### config.mk
export PLATFORM = sky130hd
export DESIGN_NAME = fifo_free_list_slot_allocator_unit
export DESIGN_NICKNAME = d
export VERILOG_FILES = /design/src/design/ffsa_pkg.sv /design/src/design/ffsa_queue.sv /design/src/design/ffsa_front.sv /design/src/design/ffsa_back.sv /design/src/design/fifo_free_list_slot_allocator_unit.sv
export VERILOG_INCLUDE_DIRS = /design/src /design/src/design
export SDC_FILE = /design/constraint.sdc
export NUM_CORES = 1
export LEC_CHECK = 0
export ABC_CLOCK_PERIOD_IN_PS = 8700
export BUFFER_PORTS_ARGS = -buffer_cell sky130_fd_sc_hd__buf_4
export CORE_ASPECT_RATIO = 0.5
export CORE_MARGIN = 2
export CORE_UTILIZATION = 25
export DETAILED_ROUTE_END_ITERATION = 12
export GPL_ROUTABILITY_DRIVEN = 1
export HOLD_SLACK_MARGIN = 0.06
export SETUP_SLACK_MARGIN = 0.3
export SYNTH_ARGS = -nofsm -noshare
export SYNTH_HDL_FRONTEND = slang
export SYNTH_SLANG_ARGS = --single-unit
### constraint.sdc
create_clock -name clk_i -period 8.7 [get_ports clk_i]
set_clock_uncertainty 0.05 [all_clocks]
set_input_delay 1.305 -clock clk_i [delete_from_list [all_inputs] [get_ports clk_i]]
set_output_delay 1.305 -clock clk_i [all_outputs]
set_load 0.01 [all_outputs]
### src/design/assert_macros.svh
// Assertion helpers used by ffsa_back; both sample on clk_i and hold off during reset.
`ifndef ASSERT_MACROS_SVH
`define ASSERT_MACROS_SVH

`define ASSERT_CHK(lbl, prop, msg) \
  lbl: assert property (@(posedge clk_i) disable iff (!rst_ni) (prop)) else $error(msg);

`define ASSERT_NEVER(lbl, cond, msg) \
  `ASSERT_CHK(lbl, !(cond), msg)

`endif

### src/design/ffsa_pkg.sv
`default_nettype none

package ffsa_pkg;

  localparam int unsigned POOL_DEPTH = 64;

  localparam int unsigned CAP_W    = 7;
  localparam int unsigned SLOT_W   = 6;
  localparam int unsigned LIVE_W   = 7;

  localparam logic [CAP_W-1:0] CAP_RESET = 7'd64;

  localparam logic OP_ALLOC   = 1'b0;
  localparam logic OP_RELEASE = 1'b1;

  typedef enum logic [1:0] {
    ST_OK       = 2'd0,
    ST_FULL     = 2'd1,
    ST_RANGE    = 2'd2,
    ST_NOT_LIVE = 2'd3
  } status_e;

  typedef enum logic [1:0] {
    CMD_ALLOC,
    CMD_RELEASE,
    CMD_RANGE
  } cmd_kind_e;

  typedef struct packed {
    status_e              status;
    logic [SLOT_W-1:0]    granted_slot;
    logic [LIVE_W-1:0]    live_count;
  } result_t;

endpackage

`default_nettype wire

### src/design/ffsa_queue.sv
`default_nettype none

module ffsa_queue #(
  parameter int unsigned Width = 1
) (
  input  wire logic             clk_i,
  input  wire logic             rst_ni,
  input  wire logic             wr_en_i,
  input  wire logic [Width-1:0] wr_data_i,
  output logic                  full_o,
  input  wire logic             rd_en_i,
  output logic [Width-1:0]      rd_data_o,
  output logic                  empty_o
);

  logic [Width-1:0] mem_q [2];
  logic             wr_ptr_q, rd_ptr_q;
  logic [1:0]       cnt_q;
  logic             do_push, do_pop;

  assign full_o    = (cnt_q == 2'd2);
  assign empty_o   = (cnt_q == 2'd0);
  assign do_push   = wr_en_i && !full_o;
  assign do_pop    = rd_en_i && !empty_o;
  assign rd_data_o = mem_q[rd_ptr_q];

  always_ff @(posedge clk_i or negedge rst_ni) begin
    if (!rst_ni) begin
      wr_ptr_q <= 1'b0;
      rd_ptr_q <= 1'b0;
      cnt_q    <= 2'd0;
    end else begin
      if (do_push) wr_ptr_q <= !wr_ptr_q;
      if (do_pop) rd_ptr_q <= !rd_ptr_q;
      if (do_push && !do_pop) begin
        cnt_q <= cnt_q + 2'd1;
      end else if (do_pop && !do_push) begin
        cnt_q <= cnt_q - 2'd1;
      end
    end
  end

  always_ff @(posedge clk_i) begin
    if (do_push) mem_q[wr_ptr_q] <= wr_data_i;
  end

endmodule

`default_nettype wire

### src/design/ffsa_front.sv
`default_nettype none

module ffsa_front #(
  parameter int unsigned PoolDepth = ffsa_pkg::POOL_DEPTH
) (
  input  wire logic                           push_i,
  output logic                                full_o,
  input  wire logic                           operation_i,
  input  wire logic [ffsa_pkg::SLOT_W-1:0]    release_slot_i,
  input  wire logic [$clog2(PoolDepth+1)-1:0] cap_eff_i,
  input  wire logic                           cmdq_full_i,
  input  wire logic                           clearing_i,
  output logic                                cmdq_push_o,
  output ffsa_pkg::cmd_kind_e                 kind_o,
  output logic [$clog2(PoolDepth)-1:0]        slot_o
);

  localparam int unsigned SlotW = $clog2(PoolDepth);
  localparam int unsigned CntW  = $clog2(PoolDepth + 1);
  localparam int unsigned CmpW  = (CntW > ffsa_pkg::SLOT_W) ? CntW : ffsa_pkg::SLOT_W;

  logic out_of_range;

  // hold off new words while the command queue is full or the back end sweeps the in-use map
  assign full_o      = cmdq_full_i || clearing_i;
  assign cmdq_push_o = push_i && !full_o;

  assign out_of_range = CmpW'(release_slot_i) >= CmpW'(cap_eff_i);
  // in-range slots are below the pool depth, so the narrowing is lossless
  assign slot_o       = SlotW'(release_slot_i);

  always_comb begin
    kind_o = ffsa_pkg::CMD_ALLOC;
    if (operation_i == ffsa_pkg::OP_RELEASE) begin
      kind_o = out_of_range ? ffsa_pkg::CMD_RANGE : ffsa_pkg::CMD_RELEASE;
    end
  end

endmodule

`default_nettype wire

### src/design/ffsa_back.sv
`default_nettype none

`include "assert_macros.svh"

module ffsa_back #(
  parameter int unsigned PoolDepth = ffsa_pkg::POOL_DEPTH
) (
  input  wire logic                           clk_i,
  input  wire logic                           rst_ni,
  input  wire logic [$clog2(PoolDepth+1)-1:0] cap_eff_i,
  input  wire logic                           cmd_empty_i,
  input  wire ffsa_pkg::cmd_kind_e            cmd_kind_i,
  input  wire logic [$clog2(PoolDepth)-1:0]   cmd_slot_i,
  output logic                                cmd_pop_o,
  input  wire logic                           res_full_i,
  output logic                                res_push_o,
  output ffsa_pkg::result_t                   res_o,
  output logic                                clearing_o
);

  localparam int unsigned SlotW = $clog2(PoolDepth);
  localparam int unsigned CntW  = $clog2(PoolDepth + 1);
  localparam logic [SlotW-1:0] LastIdx = SlotW'(PoolDepth - 1);

  typedef enum logic [1:0] {
    S_CLEAR,
    S_IDLE,
    S_EXEC
  } state_e;

  state_e              state_q;
  logic [SlotW-1:0]    clr_addr_q;
  logic [SlotW-1:0]    head_q, head_d, tail_q, tail_d;
  logic [CntW-1:0]     fill_q, fill_d, live_q, live_d;
  ffsa_pkg::cmd_kind_e kind_q;
  logic [SlotW-1:0]    slot_q;

  logic                map_mem [PoolDepth];
  logic [SlotW-1:0]    fifo_mem [PoolDepth];
  logic                map_rd_q;
  logic [SlotW-1:0]    fifo_rd_q;

  logic                map_we, map_wd, fifo_we;
  logic [SlotW-1:0]    map_wa, grant_idx;
  ffsa_pkg::status_e   status;
  logic                exec_go;

  function automatic logic [SlotW-1:0] ring_next(logic [SlotW-1:0] p);
    return (p == LastIdx) ? '0 : p + SlotW'(1);
  endfunction

  assign clearing_o = (state_q == S_CLEAR);
  assign cmd_pop_o  = (state_q == S_IDLE) && !cmd_empty_i;
  assign exec_go    = (state_q == S_EXEC) && !res_full_i;
  assign res_push_o = exec_go;

  always_comb begin
    status    = ffsa_pkg::ST_OK;
    grant_idx = '0;
    live_d    = live_q;
    fill_d    = fill_q;
    head_d    = head_q;
    tail_d    = tail_q;
    map_we    = 1'b0;
    map_wa    = slot_q;
    map_wd    = 1'b0;
    fifo_we   = 1'b0;
    if (state_q == S_CLEAR) begin
      map_we = 1'b1;
      map_wa = clr_addr_q;
    end else if (exec_go) begin
      case (kind_q)
        ffsa_pkg::CMD_ALLOC: begin
          if (live_q >= cap_eff_i) begin
            status = ffsa_pkg::ST_FULL;
          end else begin
            if (fill_q != '0) begin
              grant_idx = fifo_rd_q;
              head_d    = ring_next(head_q);
              fill_d    = fill_q - CntW'(1);
            end else begin
              // fresh slot: live count is below the capacity, so it fits
              grant_idx = live_q[SlotW-1:0];
            end
            map_we = 1'b1;
            map_wa = grant_idx;
            map_wd = 1'b1;
            live_d = live_q + CntW'(1);
          end
        end
        ffsa_pkg::CMD_RELEASE: begin
          if (!map_rd_q) begin
            status = ffsa_pkg::ST_NOT_LIVE;
          end else begin
            map_we = 1'b1;
            if (fill_q < CntW'(PoolDepth)) begin
              fifo_we = 1'b1;
              tail_d  = ring_next(tail_q);
              fill_d  = fill_q + CntW'(1);
            end
            if (live_q != '0) live_d = live_q - CntW'(1);
          end
        end
        default: status = ffsa_pkg::ST_RANGE;
      endcase
    end
  end

  assign res_o.status       = status;
  assign res_o.granted_slot = ffsa_pkg::SLOT_W'(grant_idx);
  assign res_o.live_count   = ffsa_pkg::LIVE_W'(live_d);

  always_ff @(posedge clk_i or negedge rst_ni) begin
    if (!rst_ni) begin
      state_q    <= S_CLEAR;
      clr_addr_q <= '0;
      head_q     <= '0;
      tail_q     <= '0;
      fill_q     <= '0;
      live_q     <= '0;
      kind_q     <= ffsa_pkg::CMD_ALLOC;
      slot_q     <= '0;
    end else begin
      case (state_q)
        S_CLEAR: begin
          clr_addr_q <= clr_addr_q + SlotW'(1);
          if (clr_addr_q == LastIdx) state_q <= S_IDLE;
        end
        S_IDLE: begin
          if (cmd_pop_o) begin
            kind_q  <= cmd_kind_i;
            slot_q  <= cmd_slot_i;
            state_q <= S_EXEC;
          end
        end
        S_EXEC: begin
          if (exec_go) begin
            head_q  <= head_d;
            tail_q  <= tail_d;
            fill_q  <= fill_d;
            live_q  <= live_d;
            state_q <= S_IDLE;
          end
        end
        default: state_q <= S_IDLE;
      endcase
    end
  end

  // read both stores as the word leaves the queue; hold data while stalled
  always_ff @(posedge clk_i) begin
    if (cmd_pop_o) begin
      map_rd_q  <= map_mem[cmd_slot_i];
      fifo_rd_q <= fifo_mem[head_q];
    end
  end

  always_ff @(posedge clk_i) begin
    if (map_we) map_mem[map_wa] <= map_wd;
  end

  always_ff @(posedge clk_i) begin
    if (fifo_we) fifo_mem[tail_q] <= slot_q;
  end

  `ASSERT_CHK(pop_to_exec_a, cmd_pop_o |=> (state_q == S_EXEC), "popped word not executed")
  `ASSERT_NEVER(ring_ptr_a, (fill_q == '0 || fill_q == CntW'(PoolDepth)) && head_q != tail_q, "free list pointers disagree with fill")
  `ASSERT_NEVER(count_bound_a, fill_q > CntW'(PoolDepth) || live_q > CntW'(PoolDepth), "counter beyond pool depth")

endmodule

`default_nettype wire

### src/design/fifo_free_list_slot_allocator_unit.sv
// Slot allocator with a FIFO free list. Requests enter through push/full and results leave
// through empty/pop, one result per request, in order. In the back end, S_IDLE registers the
// read of the in-use map and free list as the request is popped, then S_EXEC does the update
// and result write once the result queue has room; a two-entry queue on each side lets the
// sides run on their own. After reset the in-use map is swept clear, one slot a cycle, while
// full stays high. Write capacity only while no request is in flight.
`default_nettype none

module fifo_free_list_slot_allocator_unit #(
  parameter int unsigned PoolDepth = ffsa_pkg::POOL_DEPTH
) (
  input  wire logic                         clk_i,
  input  wire logic                         rst_ni,
  input  wire logic                         cfg_we_i,
  input  wire logic [ffsa_pkg::CAP_W-1:0]   cfg_wdata_i,
  input  wire logic                         push,
  output logic                              full,
  input  wire logic                         operation_i,
  input  wire logic [ffsa_pkg::SLOT_W-1:0]  release_slot_i,
  output logic                              empty,
  input  wire logic                         pop,
  output logic [1:0]                        status_o,
  output logic [ffsa_pkg::SLOT_W-1:0]       granted_slot_o,
  output logic [ffsa_pkg::LIVE_W-1:0]       live_count_o
);

  localparam int unsigned SlotW = $clog2(PoolDepth);
  localparam int unsigned CntW  = $clog2(PoolDepth + 1);
  localparam int unsigned CmpW  = (CntW > ffsa_pkg::CAP_W) ? CntW : ffsa_pkg::CAP_W;
  localparam int unsigned KindW = $bits(ffsa_pkg::cmd_kind_e);
  localparam int unsigned CmdW  = KindW + SlotW;
  localparam int unsigned ResW  = $bits(ffsa_pkg::result_t);

  logic [ffsa_pkg::CAP_W-1:0] cap_q;
  logic [CntW-1:0]            cap_eff;

  ffsa_pkg::cmd_kind_e  fe_kind, cmd_kind;
  logic [SlotW-1:0]     fe_slot, cmd_slot;
  logic                 cmdq_push, cmdq_full, cmdq_empty, cmd_pop, clearing;
  logic [CmdW-1:0]      cmdq_rdata;

  ffsa_pkg::result_t    be_res, out_res;
  logic                 res_push, res_full;
  logic [ResW-1:0]      resq_rdata;

  always_ff @(posedge clk_i or negedge rst_ni) begin
    if (!rst_ni) begin
      cap_q <= ffsa_pkg::CAP_RESET;
    end else if (cfg_we_i) begin
      cap_q <= cfg_wdata_i;
    end
  end

  // clamp to the built depth
  assign cap_eff = (CmpW'(cap_q) < CmpW'(PoolDepth)) ? CntW'(cap_q) : CntW'(PoolDepth);

  ffsa_front #(
    .PoolDepth(PoolDepth)
  ) u_front (
    .push_i        (push),
    .full_o        (full),
    .operation_i   (operation_i),
    .release_slot_i(release_slot_i),
    .cap_eff_i     (cap_eff),
    .cmdq_full_i   (cmdq_full),
    .clearing_i    (clearing),
    .cmdq_push_o   (cmdq_push),
    .kind_o        (fe_kind),
    .slot_o        (fe_slot)
  );

  ffsa_queue #(
    .Width(CmdW)
  ) u_cmd_queue (
    .clk_i    (clk_i),
    .rst_ni   (rst_ni),
    .wr_en_i  (cmdq_push),
    .wr_data_i({fe_kind, fe_slot}),
    .full_o   (cmdq_full),
    .rd_en_i  (cmd_pop),
    .rd_data_o(cmdq_rdata),
    .empty_o  (cmdq_empty)
  );

  assign cmd_kind = ffsa_pkg::cmd_kind_e'(cmdq_rdata[SlotW +: KindW]);
  assign cmd_slot = cmdq_rdata[SlotW-1:0];

  ffsa_back #(
    .PoolDepth(PoolDepth)
  ) u_back (
    .clk_i      (clk_i),
    .rst_ni     (rst_ni),
    .cap_eff_i  (cap_eff),
    .cmd_empty_i(cmdq_empty),
    .cmd_kind_i (cmd_kind),
    .cmd_slot_i (cmd_slot),
    .cmd_pop_o  (cmd_pop),
    .res_full_i (res_full),
    .res_push_o (res_push),
    .res_o      (be_res),
    .clearing_o (clearing)
  );

  ffsa_queue #(
    .Width(ResW)
  ) u_res_queue (
    .clk_i    (clk_i),
    .rst_ni   (rst_ni),
    .wr_en_i  (res_push),
    .wr_data_i(be_res),
    .full_o   (res_full),
    .rd_en_i  (pop),
    .rd_data_o(resq_rdata),
    .empty_o  (empty)
  );

  assign out_res        = resq_rdata;
  assign status_o       = out_res.status;
  assign granted_slot_o = out_res.granted_slot;
  assign live_count_o   = out_res.live_count;

endmodule

`default_nettype wire

==> results list <==
- Worst-Margin Slew: 1140 ps
- Row generation in the floorplan step produced 78 rows.
- Setup TNS Final: 0 ps
* Worst R2R End: u_back.map_mem[41]$_DFFE_PP_
- The worst path meets setup with 4160 ps of slack.
- Cts hold-fix bufs: 0
- The worst setup path is captured at a register.
- First-pass GRT wire length: 78300 µm
- Number of synthesized register bits: 558
* Cell area after synthesis: 23200 µm²
- Skew-Pair Late Insertion Delay: 620 ps
* Hold Path Class: reg -> reg
- Signal arrival time at the worst endpoint: 4800 ps
- Type of the worst setup path: reg -> reg
- For this run, the top clock speed supported by timing is 220 MHz.
- Unrepaired setup endpoints after global routing: false
- Internal power: 4.27 mW
* Initial Util: 25.4%
- Warnings from Yosys: 0
* Global routing usage on met1: 14.7%
* Switching power total: 1.05 mW
- Crit path required time: 8960 ps
- The H-tree was split into 2 levels.
- Die width: 435 µm
* Maximum vdd drop: 0.000119 V
* Final count of hold timing violations: 0
* Root Buffer: clkbuf_16
- Buffers on Ports: 35
- Number of nets produced by synthesis: 1334
- Number of buffers created by CTS: 56
- Mean cell area of the mapped netlist: 18.0 µm²
- The clock net in this run drives a total of 558 sinks.
* Share of power burned in combinational logic: 0.7%
- Portion of the post-synthesis area used by sequential elements: 71.0%
- For this run, global-route usage on met2 was measured as 17.9%.
- Summed over all cells, the static leakage comes to 6.93 nW.
- Unique masters post-synth: 67
- The worst register-to-register path begins at cap_q[6]$_DFFE_PN1P_.
- The die covers 95400 µm².
- The number of gates resized after CTS was 0.
* Endpoint, Worst Hold: u_res_queue.wr_ptr_q$_DFFE_PN0P_
- Setup violations remaining at the end of the flow were counted as 0.
- Leading register cell type out of synthesis: edfxtp_1
* Area overhead of the layout relative to synthesis: 15.2%
* Count of max-cap constraint violations: 0
- During I/O placement, the number of pins put on the boundary was 36.
- The worst path needs 4540 ps of the cycle, external delays included.
- Global-route usage over all layers: 10.8%
- After detailed routing, the number of remaining DRC violations is 0.
* First-pass iteration count of the detailed router: 5
- Net switching is 19.8% of the power.
- For this run, global-route usage on met3 was measured as 1.56%.
- Status: finished clean
- Registers are responsible for 54.2% of the overall power.
- In the synthesized netlist, the number of instances is 1289.
- STA classifies the critical path startpoint as a register.
- Entering global routing, the biggest net connects 68 pins.
- For this design the ratio of total power to cell area is 199 nW/µm².
- After floorplanning, the core was sized to cover 91300 µm².
- CP Max Fanout: 67
- The worst hold path begins at u_res_queue.wr_ptr_q$_DFFE_PN0P_.
* Antenna violations before repair: 0
- After layout, the design draws a total of 5.33 mW.
- CTS tree: built
- Fraction of power consumed by the clock network: 45.1%
- Prior to clock tree synthesis, the placed netlist has a worst setup slack of 4130 ps.
* WL final: 51500 µm
- Share of post-route cells with drive strength above 1: 24.3%
* Count of flip-flops with a built-in enable after synthesis: 501
- Measured against its own limit, the worst slew margin works out to 23.6%.
- The worst register-to-register path has a depth of 11.
- Along the worst hold path, the cell count comes to 1.
* Peak-usage layer in the global routing report: met2
- After detailed routing, the average wire length per cell comes to 19.6 µm.
- The worst register-to-register path has a setup slack of 4160 ps.
- After detailed routing, the number of vias per cell comes to 4.50.
* Via count of the first global-routing pass: 11900
- After clock tree synthesis, the clock-pin slew on the worst setup and hold paths is 60 ps.
- Final worst path period share: 52.2%
- The detailed router finished its first iteration with 1056 violations.
- Chip height: 219 µm
- Largest buffer count on any clock path: 3
- The routed layout has 11800 vias.
* Proportion of register bits with asynchronous set or reset after synthesis: 10.2%
- In this run the remaining antenna-violating nets after routing total 0.
- The number of setup buffers added after CTS is 0.
- The congestion estimate from routability-driven global placement came to 0.836.
- The wire-length estimate of the detail-placed layout is 32500 µm.
- The final number of max-transition violations was 0.
* Final-stage net count: 1378
* Sum of overflow across all layers after global routing: 0
==> layout make-up <==
| type | count | area [µm²] |
|---|---|---|
| multi-input combinational | 649 | 6420 |
| timing repair buffer | 49 | 368 |
| fill | 9021 | 64600 |
| tap | 1240 | 1550 |
| clock inverter | 28 | 294 |
| antenna | 1 | 2.50 |
| clock buffer | 77 | 1550 |
| inverter | 19 | 72.6 |
| sequential | 558 | 16500 |
==> cell families (layout without fill, tap and decap cells) <==
family | count (synthesis) | count (layout) | share of synthesized area, %
flip-flops | 558 | 558 | 71.0
XOR/XNOR | 28 | 28 | 1.06
adder cells (fa/ha/maj) | 26 | 26 | 1.43
other | 0 | 1 | 0
AND/OR/NAND/NOR | 300 | 300 | 6.16
multiplexers | 184 | 184 | 15.8
AO/OA/AOI/OAI | 111 | 111 | 3.19
buffers and inverters | 82 | 173 | 1.43
==> through the flow <==
step / std cells / hold slack, ps / area (µm²) / utilization (%)
floorplan: 1289 / 410 / 23200 / -
global placement: 2515 / 426 / 24900 / 27.3
detailed placement: 2515 / 432 / 24900 / 27.3
CTS: 2620 / 442 / 26700 / 29.3
global route: 2620 / 462 / 26700 / 29.3
finish: 2621 / 441 / 26700 / 29.3
==> sequential cells by signal, summed over array words and instances, names as in the netlist, 2 cells and up <==
name,cells
cap_q,7
u_back.clr_addr_q,6
u_back.fifo_mem,384
u_back.fifo_rd_q,6
u_back.fill_q,7
u_back.head_q,6
u_back.kind_q,2
u_back.live_q,7
u_back.map_mem,64
u_back.slot_q,6
u_back.state_q,2
u_back.tail_q,6
u_cmd_queue.cnt_q,2
u_cmd_queue.mem_q,16
u_res_queue.cnt_q,2
u_res_queue.mem_q,30
==> Yosys cell counts, drive strengths merged (2+ instances only) <==
library cell / instances / area [µm²]
a22o: 3 / 26.3
nor4: 3 / 33.8
a22oi: 8 / 60.1
and3: 7 / 43.8
a21oi: 24 / 120
or3b: 3 / 26.3
a31oi: 4 / 25.0
dfrtp: 56 / 1400
nand2b: 9 / 56.3
nor3: 10 / 66.3
edfxtp: 501 / 15000
mux2: 28 / 315
a21o: 9 / 67.6
nand4: 16 / 106
or3: 6 / 37.5
or2: 3 / 18.8
and2: 4 / 25.0
clkbuf: 39 / 146
clkinv: 2 / 8.75
a211oi: 4 / 30.0
o21ai: 36 / 180
mux4: 142 / 3200
a221oi: 3 / 45.0
o21a: 4 / 30.0
o31ai: 3 / 22.5
ha: 25 / 313
nor2b: 6 / 37.5
xnor2: 20 / 175
o22a: 3 / 26.3
nand3: 19 / 95.1
nand4b: 2 / 17.5
inv: 17 / 63.8
buf: 24 / 113
nand2: 42 / 160
xor2: 8 / 70.1
nor2: 156 / 588
o211ai: 3 / 36.3
a221o: 2 / 20.0
or4b: 2 / 20.0
nand3b: 7 / 52.6
mux2i: 14 / 144
==> power by group through the flow <==
stage               combinational (mW)  clock, mW  sequential, mW
finish                          0.0397       2.40            2.89
floorplan                       0.0191          0            2.94
global route                    0.0454       2.56            2.88
detailed placement              0.0411          0            2.94
global placement                0.0405          0            2.94
CTS                             0.0413       2.46            2.88
==> worst max-delay path, cell delays in order (launching register included) <==
cell,delay [ps]
dfstp_2,540
inv_1,120
nand2_1,140
ha_1,240
and2_1,170
a221oi_2,320
o211ai_4,200
clkinv_2,580
nor3b_1,120
a211oi_1,920
or4b_1,660
nor2_1,180
==> layer usage <==
| layer | vias up | wire [µm] |
|---|---|---|
| met5 | - | 0 |
| met4 | 0 | 1100 |
| met3 | 72 | 2070 |
| met2 | 238 | 25000 |
| met1 | 6252 | 23300 |
| li1 | 5230 | - |
==> worst max-delay path by stage <==
| stage | cells after the start | endpoint | slack [ps] | start |
|---|---|---|---|---|
| after floorplan | 13 | u_back.map_mem[29]$_DFFE_PP_ | 5160 | cap_q[6]$_DFFE_PN1P_ |
| after global placement | 11 | u_back.map_mem[41]$_DFFE_PP_ | 4250 | cap_q[6]$_DFFE_PN1P_ |
| after detailed placement | 11 | u_back.map_mem[41]$_DFFE_PP_ | 4130 | cap_q[6]$_DFFE_PN1P_ |
| after CTS | 11 | u_back.map_mem[41]$_DFFE_PP_ | 4110 | cap_q[6]$_DFFE_PN1P_ |
| after global routing | 11 | u_back.map_mem[42]$_DFFE_PP_ | 3620 | cap_q[6]$_DFFE_PN1P_ |
| final | 11 | u_back.map_mem[41]$_DFFE_PP_ | 4160 | cap_q[6]$_DFFE_PN1P_ |
==> layout by cell type (no fill, tap or decap), types with 5 or more instances in the layout <==
| cell | count |
|---|---|
| clkinv_2 | 12 |
| buf_4 | 49 |
| nand3b_1 | 7 |
| nor3_1 | 8 |
| nand4_1 | 15 |
| nor2b_1 | 6 |
| a21oi_1 | 24 |
| inv_1 | 17 |
| ha_1 | 25 |
| o21ai_0 | 35 |
| xnor2_1 | 20 |
| nand2b_1 | 9 |
| xor2_1 | 8 |
| dfrtp_1 | 47 |
| clkinvlp_4 | 5 |
| a22oi_1 | 8 |
| clkinv_1 | 5 |
| nor2_1 | 155 |
| clkbuf_1 | 14 |
| mux2_2 | 28 |
| mux4_2 | 142 |
| a21o_1 | 9 |
| and3_1 | 7 |
| nand2_1 | 41 |
| dfrtp_2 | 7 |
| mux2i_1 | 12 |
| clkbuf_8 | 7 |
| or3_1 | 6 |
| nand3_1 | 19 |
| clkbuf_16 | 56 |
| edfxtp_1 | 501 |
Note: power is estimated with default switching activity, not from simulation.
